## config.mk

```make
export PLATFORM = sky130hd
export DESIGN_NAME = timed_slew_rate_limiter_unit
export DESIGN_NICKNAME = d
export VERILOG_FILES = /design/src/rtl/tsrl_pkg.sv /design/src/rtl/tsrl_mul.sv /design/src/rtl/tsrl_div.sv /design/src/rtl/timed_slew_rate_limiter_unit.sv
export SDC_FILE = /design/constraint.sdc
export NUM_CORES = 2
export LEC_CHECK = 0
export ABC_AREA = 1
export BUFFER_PORTS_ARGS = -buffer_cell sky130_fd_sc_hd__buf_2
export CAP_MARGIN = 20
export CELL_PAD_IN_SITES_DETAIL_PLACEMENT = 1
export CELL_PAD_IN_SITES_GLOBAL_PLACEMENT = 1
export CORE_UTILIZATION = 30
export DETAILED_ROUTE_END_ITERATION = 8
export PLACE_DENSITY_LB_ADDON = 0.1
export SETUP_SLACK_MARGIN = 0.3
export SYNTH_ARGS = -nofsm -noshare
export SYNTH_HDL_FRONTEND = slang
export SYNTH_SLANG_ARGS = --single-unit
```

## constraint.sdc

```tcl
create_clock -name clk_i -period 10.36 [get_ports clk_i]
set_input_delay 1.036 -clock clk_i [delete_from_list [all_inputs] [get_ports clk_i]]
set_output_delay 1.036 -clock clk_i [all_outputs]
set_load 0.1 [all_outputs]
```

## src/rtl/tsrl_pkg.sv

```systemverilog
// shared types and constants for the timed slew-rate limiter
// no dependencies; used by every module of the block
`default_nettype none

package tsrl_pkg;

  // field widths
  localparam int TIME_W = 63;
  localparam int DATA_W = 32;
  localparam int CFG_W  = 32;
  localparam int AMT_W  = 31;

  // default width of the internal current value
  localparam int VALUE_BITS_DEF = 32;

  // configuration register indexes
  localparam int CFG_IDX_W = 2;
  localparam logic [CFG_IDX_W-1:0] CFG_UPDATE_PERIOD = 2'd0;
  localparam logic [CFG_IDX_W-1:0] CFG_SLOPE_AMOUNT  = 2'd1;
  localparam logic [CFG_IDX_W-1:0] CFG_SLOPE_TIME    = 2'd2;

  // configuration reset values
  localparam logic [CFG_W-1:0] UPDATE_PERIOD_RST = 32'd1000000;
  localparam logic [AMT_W-1:0] SLOPE_AMOUNT_RST  = 31'd65536;
  localparam logic [CFG_W-1:0] SLOPE_TIME_RST    = 32'd1000000;

  // largest timestamp
  localparam logic [TIME_W-1:0] TIME_MAX = {TIME_W{1'b1}};

  // request payload
  typedef struct packed {
    logic [TIME_W-1:0]        now_time;
    logic signed [DATA_W-1:0] target_value;
  } in_t;

  // result payload
  typedef struct packed {
    logic signed [DATA_W-1:0] smoothed_value;
    logic                     settled;
    logic [TIME_W-1:0]        next_update_at;
  } out_t;

endpackage

`default_nettype wire

```

## src/rtl/tsrl_mul.sv

```systemverilog
// bit-serial shift-add multiplier, one multiplier bit per cycle
// depends on tsrl_pkg for the operand widths
`default_nettype none

module tsrl_mul (
  input  wire logic                                      clk_i,
  input  wire logic                                      rst_ni,
  input  wire logic                                      start_i,
  input  wire logic [tsrl_pkg::CFG_W-1:0]                a_i,
  input  wire logic [tsrl_pkg::AMT_W-1:0]                b_i,
  output logic                                           busy_o,
  output logic [tsrl_pkg::CFG_W+tsrl_pkg::AMT_W-1:0]     prod_o
);
  import tsrl_pkg::*;

  localparam int PROD_W = CFG_W + AMT_W;
  localparam int CNT_W  = $clog2(AMT_W + 1);

  logic [CFG_W-1:0]  a_q;
  logic [PROD_W-1:0] prod_q, prod_d;
  logic [CNT_W-1:0]  cnt_q, cnt_d;
  logic [CFG_W:0]    sum;

  // add the multiplicand into the high half, then shift right
  always_comb begin
    sum    = {1'b0, prod_q[PROD_W-1:AMT_W]} + (prod_q[0] ? {1'b0, a_q} : '0);
    prod_d = {sum, prod_q[AMT_W-1:1]};
  end

  // step counter
  always_comb begin
    cnt_d = cnt_q;
    if (start_i) begin
      cnt_d = CNT_W'(AMT_W);
    end else if (cnt_q != '0) begin
      cnt_d = cnt_q - 1'b1;
    end
  end

  always_ff @(posedge clk_i or negedge rst_ni) begin
    if (!rst_ni) begin
      cnt_q <= '0;
    end else begin
      cnt_q <= cnt_d;
    end
  end

  // operand and product shift register
  always_ff @(posedge clk_i) begin
    if (start_i) begin
      a_q    <= a_i;
      prod_q <= {{CFG_W{1'b0}}, b_i};
    end else if (cnt_q != '0) begin
      prod_q <= prod_d;
    end
  end

  assign busy_o = (cnt_q != '0);
  assign prod_o = prod_q;

endmodule

`default_nettype wire

```

## src/rtl/tsrl_div.sv

```systemverilog
// restoring divider, one quotient bit per cycle
// depends on tsrl_pkg for the dividend and divisor widths
`default_nettype none

module tsrl_div (
  input  wire logic                          clk_i,
  input  wire logic                          rst_ni,
  input  wire logic                          start_i,
  input  wire logic [tsrl_pkg::TIME_W-1:0]   dividend_i,
  input  wire logic [tsrl_pkg::CFG_W-1:0]    divisor_i,
  output logic                               busy_o,
  output logic [tsrl_pkg::TIME_W-1:0]        quo_o,
  output logic [tsrl_pkg::CFG_W-1:0]         rem_o
);
  import tsrl_pkg::*;

  localparam int CNT_W = $clog2(TIME_W + 1);

  logic [CFG_W-1:0]  den_q;
  logic [CFG_W-1:0]  rem_q, rem_d;
  logic [TIME_W-1:0] quo_q, quo_d;
  logic [CNT_W-1:0]  cnt_q, cnt_d;
  logic [CFG_W:0]    shifted, trial;
  logic              fits;

  // bring in the next dividend bit and try the subtraction
  always_comb begin
    shifted = {rem_q, quo_q[TIME_W-1]};
    trial   = shifted - {1'b0, den_q};
    fits    = (shifted >= {1'b0, den_q});
    rem_d   = fits ? trial[CFG_W-1:0] : shifted[CFG_W-1:0];
    quo_d   = {quo_q[TIME_W-2:0], fits};
  end

  // step counter
  always_comb begin
    cnt_d = cnt_q;
    if (start_i) begin
      cnt_d = CNT_W'(TIME_W);
    end else if (cnt_q != '0) begin
      cnt_d = cnt_q - 1'b1;
    end
  end

  always_ff @(posedge clk_i or negedge rst_ni) begin
    if (!rst_ni) begin
      cnt_q <= '0;
    end else begin
      cnt_q <= cnt_d;
    end
  end

  // partial remainder and dividend/quotient shift register
  always_ff @(posedge clk_i) begin
    if (start_i) begin
      den_q <= divisor_i;
      rem_q <= '0;
      quo_q <= dividend_i;
    end else if (cnt_q != '0) begin
      rem_q <= rem_d;
      quo_q <= quo_d;
    end
  end

  assign busy_o = (cnt_q != '0);
  assign quo_o  = quo_q;
  assign rem_o  = rem_q;

endmodule

`default_nettype wire

```

## src/rtl/timed_slew_rate_limiter_unit.sv

```systemverilog
// timed slew-rate limiter: sequencer, state and output register
// depends on tsrl_pkg, tsrl_mul and tsrl_div
//
//   channel   direction  payload              handshake
//   in        request    tsrl_pkg::in_t       in_valid_i / in_stall_o
//   out       result     tsrl_pkg::out_t      out_valid_o / out_stall_i
//   cfg       write      cfg_idx_i/cfg_data_i cfg_we_i
//
// an item goes from acceptance to its result through two 63-step passes
// through the bit-serial divider (the 31-step multiply runs alongside the
// first pass); the next item is taken in the cycle after that.
// reset clears the state to zero and the registers to their defaults.
// a stalled result is held in the output register; a new item may be taken
// meanwhile, and its result waits until the register is free.
`default_nettype none

module timed_slew_rate_limiter_unit #(
  parameter int VALUE_BITS = tsrl_pkg::VALUE_BITS_DEF
) (
  input  wire logic                              clk_i,
  input  wire logic                              rst_ni,
  input  wire logic                              in_valid_i,
  output logic                                   in_stall_o,
  input  wire tsrl_pkg::in_t                     in_data_i,
  output logic                                   out_valid_o,
  input  wire logic                              out_stall_i,
  output tsrl_pkg::out_t                         out_data_o,
  input  wire logic                              cfg_we_i,
  input  wire logic [tsrl_pkg::CFG_IDX_W-1:0]    cfg_idx_i,
  input  wire logic [tsrl_pkg::CFG_W-1:0]        cfg_data_i
);
  import tsrl_pkg::*;

  localparam logic [2:0] ST_IDLE  = 3'd0;
  localparam logic [2:0] ST_DIFF  = 3'd1;
  localparam logic [2:0] ST_CLAMP = 3'd2;
  localparam logic [2:0] ST_START = 3'd3;
  localparam logic [2:0] ST_RUN1  = 3'd4;
  localparam logic [2:0] ST_RUN2  = 3'd5;
  localparam logic [2:0] ST_FIN   = 3'd6;

  logic [2:0] state_q, state_d;

  // configuration registers
  logic [CFG_W-1:0] upd_period_q;
  logic [AMT_W-1:0] slope_amt_q;
  logic [CFG_W-1:0] slope_time_q;
  logic [CFG_W-1:0] period_eff, stime_eff;

  // block state
  logic [VALUE_BITS-1:0] cur_q, cur_d;
  logic [TIME_W-1:0]     last_q;
  logic [TIME_W-1:0]     next_q, next_d;

  // per-item working registers
  in_t                   req_q;
  logic [TIME_W:0]       dlast_q;
  logic [TIME_W:0]       dnext_q;
  logic [CFG_W-1:0]      elapsed_q;
  logic [VALUE_BITS-1:0] tgt_q;
  logic [VALUE_BITS-1:0] dist_q;
  logic                  below_q;
  logic [TIME_W-1:0]     base_q;

  // output register
  out_t out_q;
  logic out_valid_q;

  // arithmetic units
  logic                    mul_start, mul_busy;
  logic [CFG_W+AMT_W-1:0]  mul_prod;
  logic                    div_start, div_busy;
  logic [TIME_W-1:0]       div_dividend, div_quo;
  logic [CFG_W-1:0]        div_divisor, div_rem;

  // combinational helpers
  logic                  in_acc, out_load, units_idle, adv;
  logic [VALUE_BITS-1:0] tgt_ext;
  logic [CFG_W-1:0]      elapsed_d;
  logic                  snap;
  logic [VALUE_BITS-1:0] step_val;
  logic [TIME_W:0]       nxt_sum;

  assign period_eff = (upd_period_q == '0) ? CFG_W'(1) : upd_period_q;
  assign stime_eff  = (slope_time_q == '0) ? CFG_W'(1) : slope_time_q;

  assign in_acc     = in_valid_i && (state_q == ST_IDLE);
  assign units_idle = !div_busy && !mul_busy;
  assign out_load   = (state_q == ST_FIN) && (!out_valid_q || !out_stall_i);
  assign adv        = !dnext_q[TIME_W];

  // configuration writes
  always_ff @(posedge clk_i or negedge rst_ni) begin
    if (!rst_ni) begin
      upd_period_q <= UPDATE_PERIOD_RST;
      slope_amt_q  <= SLOPE_AMOUNT_RST;
      slope_time_q <= SLOPE_TIME_RST;
    end else if (cfg_we_i) begin
      case (cfg_idx_i)
        CFG_UPDATE_PERIOD: upd_period_q <= cfg_data_i;
        CFG_SLOPE_AMOUNT:  slope_amt_q  <= cfg_data_i[AMT_W-1:0];
        CFG_SLOPE_TIME:    slope_time_q <= cfg_data_i;
        default: ;
      endcase
    end
  end

  // sequencer
  always_comb begin
    state_d = state_q;
    case (state_q)
      ST_IDLE:  if (in_valid_i) state_d = ST_DIFF;
      ST_DIFF:  state_d = ST_CLAMP;
      ST_CLAMP: state_d = ST_START;
      ST_START: state_d = ST_RUN1;
      ST_RUN1:  if (units_idle) state_d = ST_RUN2;
      ST_RUN2:  if (!div_busy) state_d = ST_FIN;
      ST_FIN:   if (out_load) state_d = ST_IDLE;
      default:  state_d = ST_IDLE;
    endcase
  end

  always_ff @(posedge clk_i or negedge rst_ni) begin
    if (!rst_ni) begin
      state_q <= ST_IDLE;
    end else begin
      state_q <= state_d;
    end
  end

  // elapsed time clamped to zero and to the period
  always_comb begin
    if (dlast_q[TIME_W]) begin
      elapsed_d = '0;
    end else if (dlast_q[TIME_W-1:0] > TIME_W'(period_eff)) begin
      elapsed_d = period_eff;
    end else begin
      elapsed_d = dlast_q[CFG_W-1:0];
    end
  end

  assign tgt_ext = VALUE_BITS'(req_q.target_value);

  // first pass: (now - next) / period for the schedule, product alongside
  // second pass: elapsed * slope_amount / slope_time for the allowed change
  assign mul_start    = (state_q == ST_START);
  assign div_start    = (state_q == ST_START) || ((state_q == ST_RUN1) && units_idle);
  assign div_dividend = (state_q == ST_START) ? dnext_q[TIME_W-1:0] : TIME_W'(mul_prod);
  assign div_divisor  = (state_q == ST_START) ? period_eff : stime_eff;

  tsrl_mul u_mul (
    .clk_i   (clk_i),
    .rst_ni  (rst_ni),
    .start_i (mul_start),
    .a_i     (elapsed_q),
    .b_i     (slope_amt_q),
    .busy_o  (mul_busy),
    .prod_o  (mul_prod)
  );

  tsrl_div u_div (
    .clk_i      (clk_i),
    .rst_ni     (rst_ni),
    .start_i    (div_start),
    .dividend_i (div_dividend),
    .divisor_i  (div_divisor),
    .busy_o     (div_busy),
    .quo_o      (div_quo),
    .rem_o      (div_rem)
  );

  // working registers along the sequence
  always_ff @(posedge clk_i) begin
    if (in_acc) begin
      req_q <= in_data_i;
    end
    if (state_q == ST_DIFF) begin
      dlast_q <= {1'b0, req_q.now_time} - {1'b0, last_q};
      dnext_q <= {1'b0, req_q.now_time} - {1'b0, next_q};
      tgt_q   <= tgt_ext;
    end
    if (state_q == ST_CLAMP) begin
      elapsed_q <= elapsed_d;
      below_q   <= ($signed(tgt_q) < $signed(cur_q));
      dist_q    <= ($signed(tgt_q) < $signed(cur_q)) ? (cur_q - tgt_q) : (tgt_q - cur_q);
    end
    if ((state_q == ST_RUN1) && units_idle) begin
      base_q <= req_q.now_time - TIME_W'(div_rem);
    end
  end

  // limited step and schedule advance
  always_comb begin
    snap     = (64'(div_quo) > 64'(dist_q));
    step_val = below_q ? (cur_q - VALUE_BITS'(div_quo)) : (cur_q + VALUE_BITS'(div_quo));
    cur_d    = snap ? tgt_q : step_val;
    nxt_sum  = {1'b0, base_q} + (TIME_W + 1)'(period_eff);
    next_d   = next_q;
    if (adv) begin
      next_d = nxt_sum[TIME_W] ? TIME_MAX : nxt_sum[TIME_W-1:0];
    end
  end

  always_ff @(posedge clk_i or negedge rst_ni) begin
    if (!rst_ni) begin
      cur_q  <= '0;
      last_q <= '0;
      next_q <= '0;
    end else if (out_load) begin
      cur_q  <= cur_d;
      last_q <= next_q;
      next_q <= next_d;
    end
  end

  // output register
  always_ff @(posedge clk_i or negedge rst_ni) begin
    if (!rst_ni) begin
      out_valid_q <= 1'b0;
    end else if (out_load) begin
      out_valid_q <= 1'b1;
    end else if (!out_stall_i) begin
      out_valid_q <= 1'b0;
    end
  end

  always_ff @(posedge clk_i) begin
    if (out_load) begin
      out_q.smoothed_value <= DATA_W'(cur_d);
      out_q.settled        <= snap;
      out_q.next_update_at <= next_d;
    end
  end

  assign in_stall_o  = (state_q != ST_IDLE);
  assign out_valid_o = out_valid_q;
  assign out_data_o  = out_q;

endmodule

`default_nettype wire

```

# --- Word level (Yosys, flattened, before mapping) ---
# Index checks and enable logic that the tools add are counted.
word_totals:
  reg_bits: 969
  in_bits: 134
  output_inout_bits: 98
  word_cells: 107
classes:
  add_sub_neg: 12
  order_cmp: 4
  n_eq_ne: 13
  n_mux: 27
  reduce_logical: 23
op_table:
  columns: ["cell", "n"]
  rows:
  - ["63-bit 2-to-1 mux", 5]
  - ["32-bit 2-to-1 mux", 9]
  - ["32-bit subtractor", 4]
  - ["63-bit by 63-bit subtractor with 64-bit output", 2]
  - ["63-bit by 32-bit greater-than comparator with 1-bit output", 2]
  - ["63-bit by 32-bit adder with 64-bit output", 1]
  - ["32-bit logical NOT", 2]
  - ["63-bit by 32-bit subtractor with 63-bit output", 1]
  - ["31-bit 2-to-1 mux", 2]
  - ["32-bit by 32-bit adder with 33-bit output", 1]
  - ["33-bit by 32-bit greater-or-equal comparator with 1-bit output", 1]
  - ["32-bit adder", 1]
  - ["32-bit less-than comparator", 1]
  - ["3-bit one-hot mux with 7 select lines", 1]
  - ["3-bit 2-to-1 mux", 4]
  - ["6-bit 2-to-1 mux", 2]
  - ["5-bit 2-to-1 mux", 2]
  - ["3-bit equality test (second input constant)", 3]
  - ["2-bit inequality test (second input constant)", 4]
  - ["3-bit by 2-bit equality test with 1-bit output (second input constant)", 2]
  - ["2-bit AND reduction", 3]
  - ["6-bit nonzero test", 1]
  - ["6-bit by 1-bit subtractor with 6-bit output (second input constant)", 1]
  - ["5-bit nonzero test", 1]
  - ["other kinds (14)", 23]

# --- Longest topological paths before layout ---
depth:
  word_depth: 6
  ltp_mapped: 28
  mapped_depth_nobuf: 28

# --- Modules after synthesis ---
# Synthesis repeated with hierarchy kept, for this count alone.
unflattened:
  hier_cells: 9319
  hier_area_um2: 68004.0
by_module_without_submodules:
  columns: ["mod", "instances", "cells_per_inst", "area_per_inst_um2", "seq_area_each_um2"]
  rows:
  - ["timed_slew_rate_limiter_unit", 1, 7282, 53353.7, 20833.7]
  - ["tsrl_div", 1, 1120, 8226.6, 3643.5]
  - ["tsrl_mul", 1, 917, 6423.7, 2657.5]

# --- Least setup slack after synthesis ---
# No wires, ideal clock.
synth_path:
  path_type: "register to register"
  from: "reg state_q[1]"
  to: "reg dlast_q[0] (enable)"
  setup_ps: 681
  arrival_ps: 7180
  required_time_ps: 9679
  setup_slack_ps: 2498
  path_stages_with_launch: 4
  synth_period_minus_slack_ps: 7862
  cell_sequence: "dfrtp_1 > inv_1 > nand2_1 > nor2_1"
synth_via:
  elab_chain_cells: 1
synth_rtl:
  columns: ["item", "line", "source"]
  rows:
  - ["start: declaration", "timed_slew_rate_limiter_unit.sv:42", "logic [2:0] state_q, state_d;"]
  - ["start signal: assignment", "timed_slew_rate_limiter_unit.sv:127", "state_q <= state_d;"]
  - ["3-bit by 1-bit equality test with 1-bit output", "timed_slew_rate_limiter_unit.sv:177", "if (state_q == ST_DIFF) begin"]
  - ["end signal: assignment", "timed_slew_rate_limiter_unit.sv:178", "dlast_q <= {1'b0, req_q.now_time} - {1'b0, last_q};"]
  - ["end: declaration", "timed_slew_rate_limiter_unit.sv:57", "logic [TIME_W:0] dlast_q;"]
# No other way between the ends.
# A chain may end at the register's enable or synchronous reset.

# --- Worst setup path in the final report ---
layout_path:
  from: "reg u_div.quo_q[0], in the netlist u_div.quo_o[0]"
  to: "reg out_q, in the netlist out_data_o[89], data pin"
layout_via:
  elab_chain_cells: 3
  elab_cells_between_ends: 5
  classes_between: "add/sub: 2; order compare: 1; mux: 2"
layout_rtl:
  columns: ["item", "line", "source"]
  rows:
  - ["start: declaration", "tsrl_div.sv:21", "logic [TIME_W-1:0] quo_q, quo_d;"]
  - ["start signal: assignment", "tsrl_div.sv:58", "quo_q <= dividend_i;"]
  - ["start signal: assignment", "tsrl_div.sv:61", "quo_q <= quo_d;"]
  - ["32-bit adder or 32-bit subtractor (tied branches)", "timed_slew_rate_limiter_unit.sv:195", "step_val = below_q ? (cur_q - VALUE_BITS'(div_quo)) : (cur_q + VALUE_BITS'(div_quo));"]
  - ["32-bit 2-to-1 mux", "timed_slew_rate_limiter_unit.sv:195", null]
  - ["32-bit 2-to-1 mux (*)", "timed_slew_rate_limiter_unit.sv:196", "cur_d = snap ? tgt_q : step_val;"]
  - ["via cur_d[25]", "timed_slew_rate_limiter_unit.sv:51", "logic [VALUE_BITS-1:0] cur_q, cur_d;"]
  - ["end: declaration", "timed_slew_rate_limiter_unit.sv:66", "out_t out_q;"]
# Mark *: on every way through the listed nets, which the timed path passes. The rest lies on a longest branch.

==> results.md <==
| Result | Value | Unit |
|:---|:---|:---|
| Crit-path slowest cell | sky130_fd_sc_hd__edfxtp_1 | - |
| I/O pin total | 232 | - |
| Die area | 0.221 | sq mm |
| DRC errors left | 0 | - |
| Power per cell area | 372 | mW/mm^2 |
| TritonRoute pass-1 iters | 6 | - |
| # setup viols final | 0 | - |
| Number of enable flip-flop cells after synthesis | 637 | - |
| Initial Utilization | 30.2 | % |
| Total number of yosys warnings | 0 | - |
| Required time at the worst-slack endpoint | 10.88 | ns |
| Area of placed instances | 0.0699 | sq mm |
| Crit path cell chain | inv_1 > ha_1 > nand2_1 > nor2_1 > nand2_1 > nor2_1 > nand3_1 > nor2_1 > nand3_1 > o21ai_0 > xor2_1 > ha_1 > nand2_1 > nor2_1 > nand2_1 > nor3_1 > o21ai_0 > nand3_1 > nand2_1 > nand2_1 > nand2_1 | - |
| Final setup margin | 6.01 | ns |
| Post-synthesis async set-or-reset flop share | 27.7 | % |
| Clock sinks | 969 | - |
| Post-synth top flop | sky130_fd_sc_hd__edfxtp_1 | - |
| Per-cell routed wire length | 27.2 | um |
| Total negative slack | 0 | ns |
| Number of nets at the end of the flow | 9389 | - |
| GR Overflow Total | 0 | - |
| Run status | finished clean | - |
| Height of the die | 470 | um |
| Summed instance area of the synthesized netlist | 0.0658 | sq mm |
| Max-cap viol count | 0 | - |
| Count of cells resized by post-cts repair | 0 | - |
| Mapped Nets | 9222 | - |
| Crit. path cell count | 21 | - |
| Post-route design area | 0.0741 | sq mm |
| Antenna violations before repair | 27 | - |
| Worst setup path endpoint | out_data_o[89]$_DFFE_PP_ | - |
| Most used cell, CP | sky130_fd_sc_hd__nand2_1 | - |
| Final Routed Wirelength | 322000 | um |
| Switching share of power | 52.7 | % |
| Via count | 60276 | - |
| Number of buffers created by CTS | 120 | - |
| CTS H-tree lvls | 3 | - |
| Cell internal power dissipation | 13000 | uW |
| Insertion delay to the later sink of the worst-skew pair | 0.82 | ns |
| Fraction of post-synthesis cell area in the top cell type by area | 29.1 | % |
| Post-DP HPWL | 270000 | um |
| Fraction of layout instances using a drive strength above 1 | 6.30 | % |
| Average instance area after synthesis | 7.59 | sq um |
| Vias in the first global route | 62470 | - |
| Post-layout power | 27500 | uW |
| Buffers and inverters on the worst path | 1 | - |
| Max Clock Freq | 0.230 | GHz |
| TritonCTS clock tree | yes | - |
| Flop pwr share | 27.7 | % |
| P&R area growth vs syn | 12.5 | % |
| LEAKAGE | 0.0336 | uW |
| Combined global-route utilization of all metal layers | 28.5 | % |
| Startpoint type of the worst setup path | flip-flop | - |
| Area of the core | 0.218 | sq mm |
| Transition time of the tightest slew-check pin | 1.07 | ns |
| Portion of the post-synthesis area used by sequential elements | 41.2 | % |
| Maximum root-to-sink buffer count | 3 | - |
| Category of the most critical setup path | flip-flop to flip-flop | - |
| Reg2reg path depth | 21 | - |
| Class of the tightest hold or removal check | input port to asynchronous set/reset pin | - |
| Buffers inserted by post-CTS timing repair | 0 | - |
| Iter 0 DRT Violations | 4136 | - |
| Share of the cycle needed by the critical path after routing | 42.0 | % |
| Routed vias/inst | 5.11 | - |
| Cell with the most instances after synthesis | sky130_fd_sc_hd__nand2_1 | - |
| DP Worst Slack | 6.11 | ns |
| Biggest fanout along the worst timing path | 5 | - |
| CP endpoint kind | flip-flop | - |
| Critical R2R Capture | out_data_o[89]$_DFFE_PP_ | - |
| Max transition margin | 28.4 | % |
| Cell type with the largest total area after synthesis | sky130_fd_sc_hd__edfxtp_1 | - |
| Worst-case register-to-register setup slack | 6.01 | ns |
| VDD IR max | 0.206 | mV |
| Maximum number of pins on one net before global-route repair | 128 | - |
| Final-report max-slew violation count | 0 | - |
| Final core occ | 34.0 | % |
| Slowest stage delay, CP | 0.57 | ns |
| Final min period | 4.35 | ns |
| RSZ-0062 raised after global routing | false | - |
| Die width | 470 | um |
| Number of hold-slack violations in the final timing report | 0 | - |
| Worst flop-to-flop path startpoint | u_div.quo_o[0]$_DFFE_PP_ | - |
| Leading post-synthesis cells by instance count | sky130_fd_sc_hd__nand2_1, sky130_fd_sc_hd__inv_1, sky130_fd_sc_hd__nor2_1 | - |
| Hold-fix buffers, CTS | 0 | - |
| Arrival time at the worst endpoint | 4.87 | ns |
| Launch point of the worst path | u_div.quo_o[0]$_DFFE_PP_ | - |
| Cell types with the largest area share after synthesis | sky130_fd_sc_hd__edfxtp_1, sky130_fd_sc_hd__nand2_1, sky130_fd_sc_hd__dfrtp_1 | - |
| Placement Rows | 171 | - |
| Routability cong. | 1.02 | - |
| Kind of cell with the highest combined delay on the critical path | simple AND/OR/NAND/NOR gates | - |
| Post-synthesis cell type count | 67 | - |
| Largest clock skew in the final design | 0.0537 | ns |
| Clock transition time at the flip-flop clock pins of the worst setup and hold paths | 0.06 | ns |
| Wire length of the first global-routing pass | 453000 | um |
| Number of input and output port buffers inserted | 231 | - |
| Library cell used as clock root buffer | sky130_fd_sc_hd__clkbuf_16 | - |
| Switching Power | 14500 | uW |
| Gate Count Post-Synth | 8664 | - |
| Number of routed nets with antenna violations | 0 | - |
| Total of flip-flops plus latches after synthesis | 969 | - |
| Proportion of power drawn by combinational gates | 56.4 | % |
| Clk network pwr share | 15.9 | % |
[final cells by class]
| class | instances | area [sq um] |
|---|---|---|
| clock buffers | 166 | 3340 |
| well taps | 2854 | 3570 |
| flip-flops and latches | 969 | 27100 |
| fillers | 26370 | 144000 |
| diodes | 11 | 27.5 |
| repair buffers | 272 | 1540 |
| clock inverters | 63 | 723 |
| multi-input cells | 6164 | 32800 |
| inverters | 1304 | 4910 |
[worst register-to-register path, stage by stage, from the launching register on]
cell                       delay (ns)
sky130_fd_sc_hd__edfxtp_1        0.57
sky130_fd_sc_hd__inv_1           0.18
sky130_fd_sc_hd__ha_1            0.19
sky130_fd_sc_hd__nand2_1         0.06
sky130_fd_sc_hd__nor2_1          0.13
sky130_fd_sc_hd__nand2_1         0.12
sky130_fd_sc_hd__nor2_1          0.12
sky130_fd_sc_hd__nand3_1         0.15
sky130_fd_sc_hd__nor2_1          0.17
sky130_fd_sc_hd__nand3_1         0.14
sky130_fd_sc_hd__o21ai_0         0.33
sky130_fd_sc_hd__xor2_1          0.14
sky130_fd_sc_hd__ha_1            0.40
sky130_fd_sc_hd__nand2_1         0.14
sky130_fd_sc_hd__nor2_1          0.22
sky130_fd_sc_hd__nand2_1         0.17
sky130_fd_sc_hd__nor3_1          0.16
sky130_fd_sc_hd__o21ai_0         0.25
sky130_fd_sc_hd__nand3_1         0.16
sky130_fd_sc_hd__nand2_1         0.10
sky130_fd_sc_hd__nand2_1         0.10
sky130_fd_sc_hd__nand2_1         0.10
[cell families after synthesis]
group	share of synthesized area (%)
XOR/XNOR	4.34
AND/OR/NAND/NOR	24.9
adder cells (fa/ha/maj)	8.17
AO/OA/AOI/OAI	12.3
buffers and inverters	8.99
flip-flops	41.2
[how the worst min path moves through the flow]
stage | from | end | slack (ns) | depth (start not counted)
2_1_floorplan | tgt_ext[0]$_DFFE_PP_ | tgt_q[0]$_DFFE_PN_ | 0.40 | 0
3_3_place_gp | tgt_ext[17]$_DFFE_PP_ | tgt_q[17]$_DFFE_PN_ | 0.40 | 0
3_5_place_dp | tgt_ext[25]$_DFFE_PP_ | tgt_q[25]$_DFFE_PN_ | 0.41 | 0
4_1_cts | rst_ni | cur_q[16]$_DFFE_PN0P_ | 0.10 | 1
5_1_grt | rst_ni | cur_q[14]$_DFFE_PN0P_ | 0.13 | 1
6_report | rst_ni | cur_q[6]$_DFFE_PN0P_ | 0.14 | 1
[registers in the layout, indices dropped and copies added, names as in the netlist, 3 cells and up]
name and cells:
base_q 63, cur_q 32, dist_q 32, dlast_q 64
dnext_q 64, elapsed_q 32, last_q 63, next_q 63
out_data_o 96, req_q 63, slope_amt_q 31, slope_time_q 32
state_q 3, tgt_ext 32, tgt_q 32, u_div.cnt_q 6
u_div.den_q 32, u_div.quo_o 63, u_div.rem_o 32, u_mul.a_q 32
u_mul.cnt_q 5, u_mul.prod_o 63, upd_period_q 32
[power groups by stage]
stage | Combinational, uW | Sequential, uW | Clock [uW]
6_report | 15500 | 7630 | 4390
3_5_place_dp | 15500 | 7680 | 0
4_1_cts | 15600 | 7620 | 4480
5_1_grt | 17000 | 7720 | 4610
2_1_floorplan | 9560 | 7100 | 0
3_3_place_gp | 15400 | 7680 | 0
[placed cells by master (no fill, tap or decap), types with 22 or more instances in the layout]
master,netlist,routed
sky130_fd_sc_hd__o21a_1,53,53
sky130_fd_sc_hd__xnor2_1,92,92
sky130_fd_sc_hd__o21bai_1,69,69
sky130_fd_sc_hd__buf_2,53,230
sky130_fd_sc_hd__clkbuf_16,0,121
sky130_fd_sc_hd__dfrtp_1,253,253
sky130_fd_sc_hd__nand4_1,96,96
sky130_fd_sc_hd__dfxtp_1,64,64
sky130_fd_sc_hd__o22ai_1,26,26
sky130_fd_sc_hd__a21boi_0,24,24
sky130_fd_sc_hd__buf_4,11,36
sky130_fd_sc_hd__xor2_1,234,234
sky130_fd_sc_hd__o211ai_1,75,75
sky130_fd_sc_hd__inv_1,1284,1281
sky130_fd_sc_hd__ha_1,415,415
sky130_fd_sc_hd__and2_1,33,33
sky130_fd_sc_hd__a31oi_1,26,26
sky130_fd_sc_hd__clkinv_2,0,22
sky130_fd_sc_hd__a21oi_1,532,532
sky130_fd_sc_hd__nor2_1,849,844
sky130_fd_sc_hd__nand3b_1,39,39
sky130_fd_sc_hd__nand3_1,443,440
sky130_fd_sc_hd__nor3_1,117,117
sky130_fd_sc_hd__nor4_1,43,42
sky130_fd_sc_hd__nand2_1,2298,2296
sky130_fd_sc_hd__clkbuf_1,136,31
sky130_fd_sc_hd__edfxtp_1,637,637
sky130_fd_sc_hd__a21o_1,48,48
sky130_fd_sc_hd__o21ai_0,533,533
[routing by layer]
metal	vias to the layer above	global-route usage (%)	wire, um
met5	-	0	28
met4	4	12.8	16200
met3	423	2.67	11000
met2	1301	48.2	152000
met1	29874	36.7	142000
li1	28674	-	-
[per-stage QoR]
step,hold slack [ns],std cells
finish,0.141,11803
global route,0.131,11796
CTS,0.104,11791
detailed placement,0.406,11562
global placement,0.404,11560
floorplan,0.400,8664
Note: power is estimated with default switching activity, not from simulation.
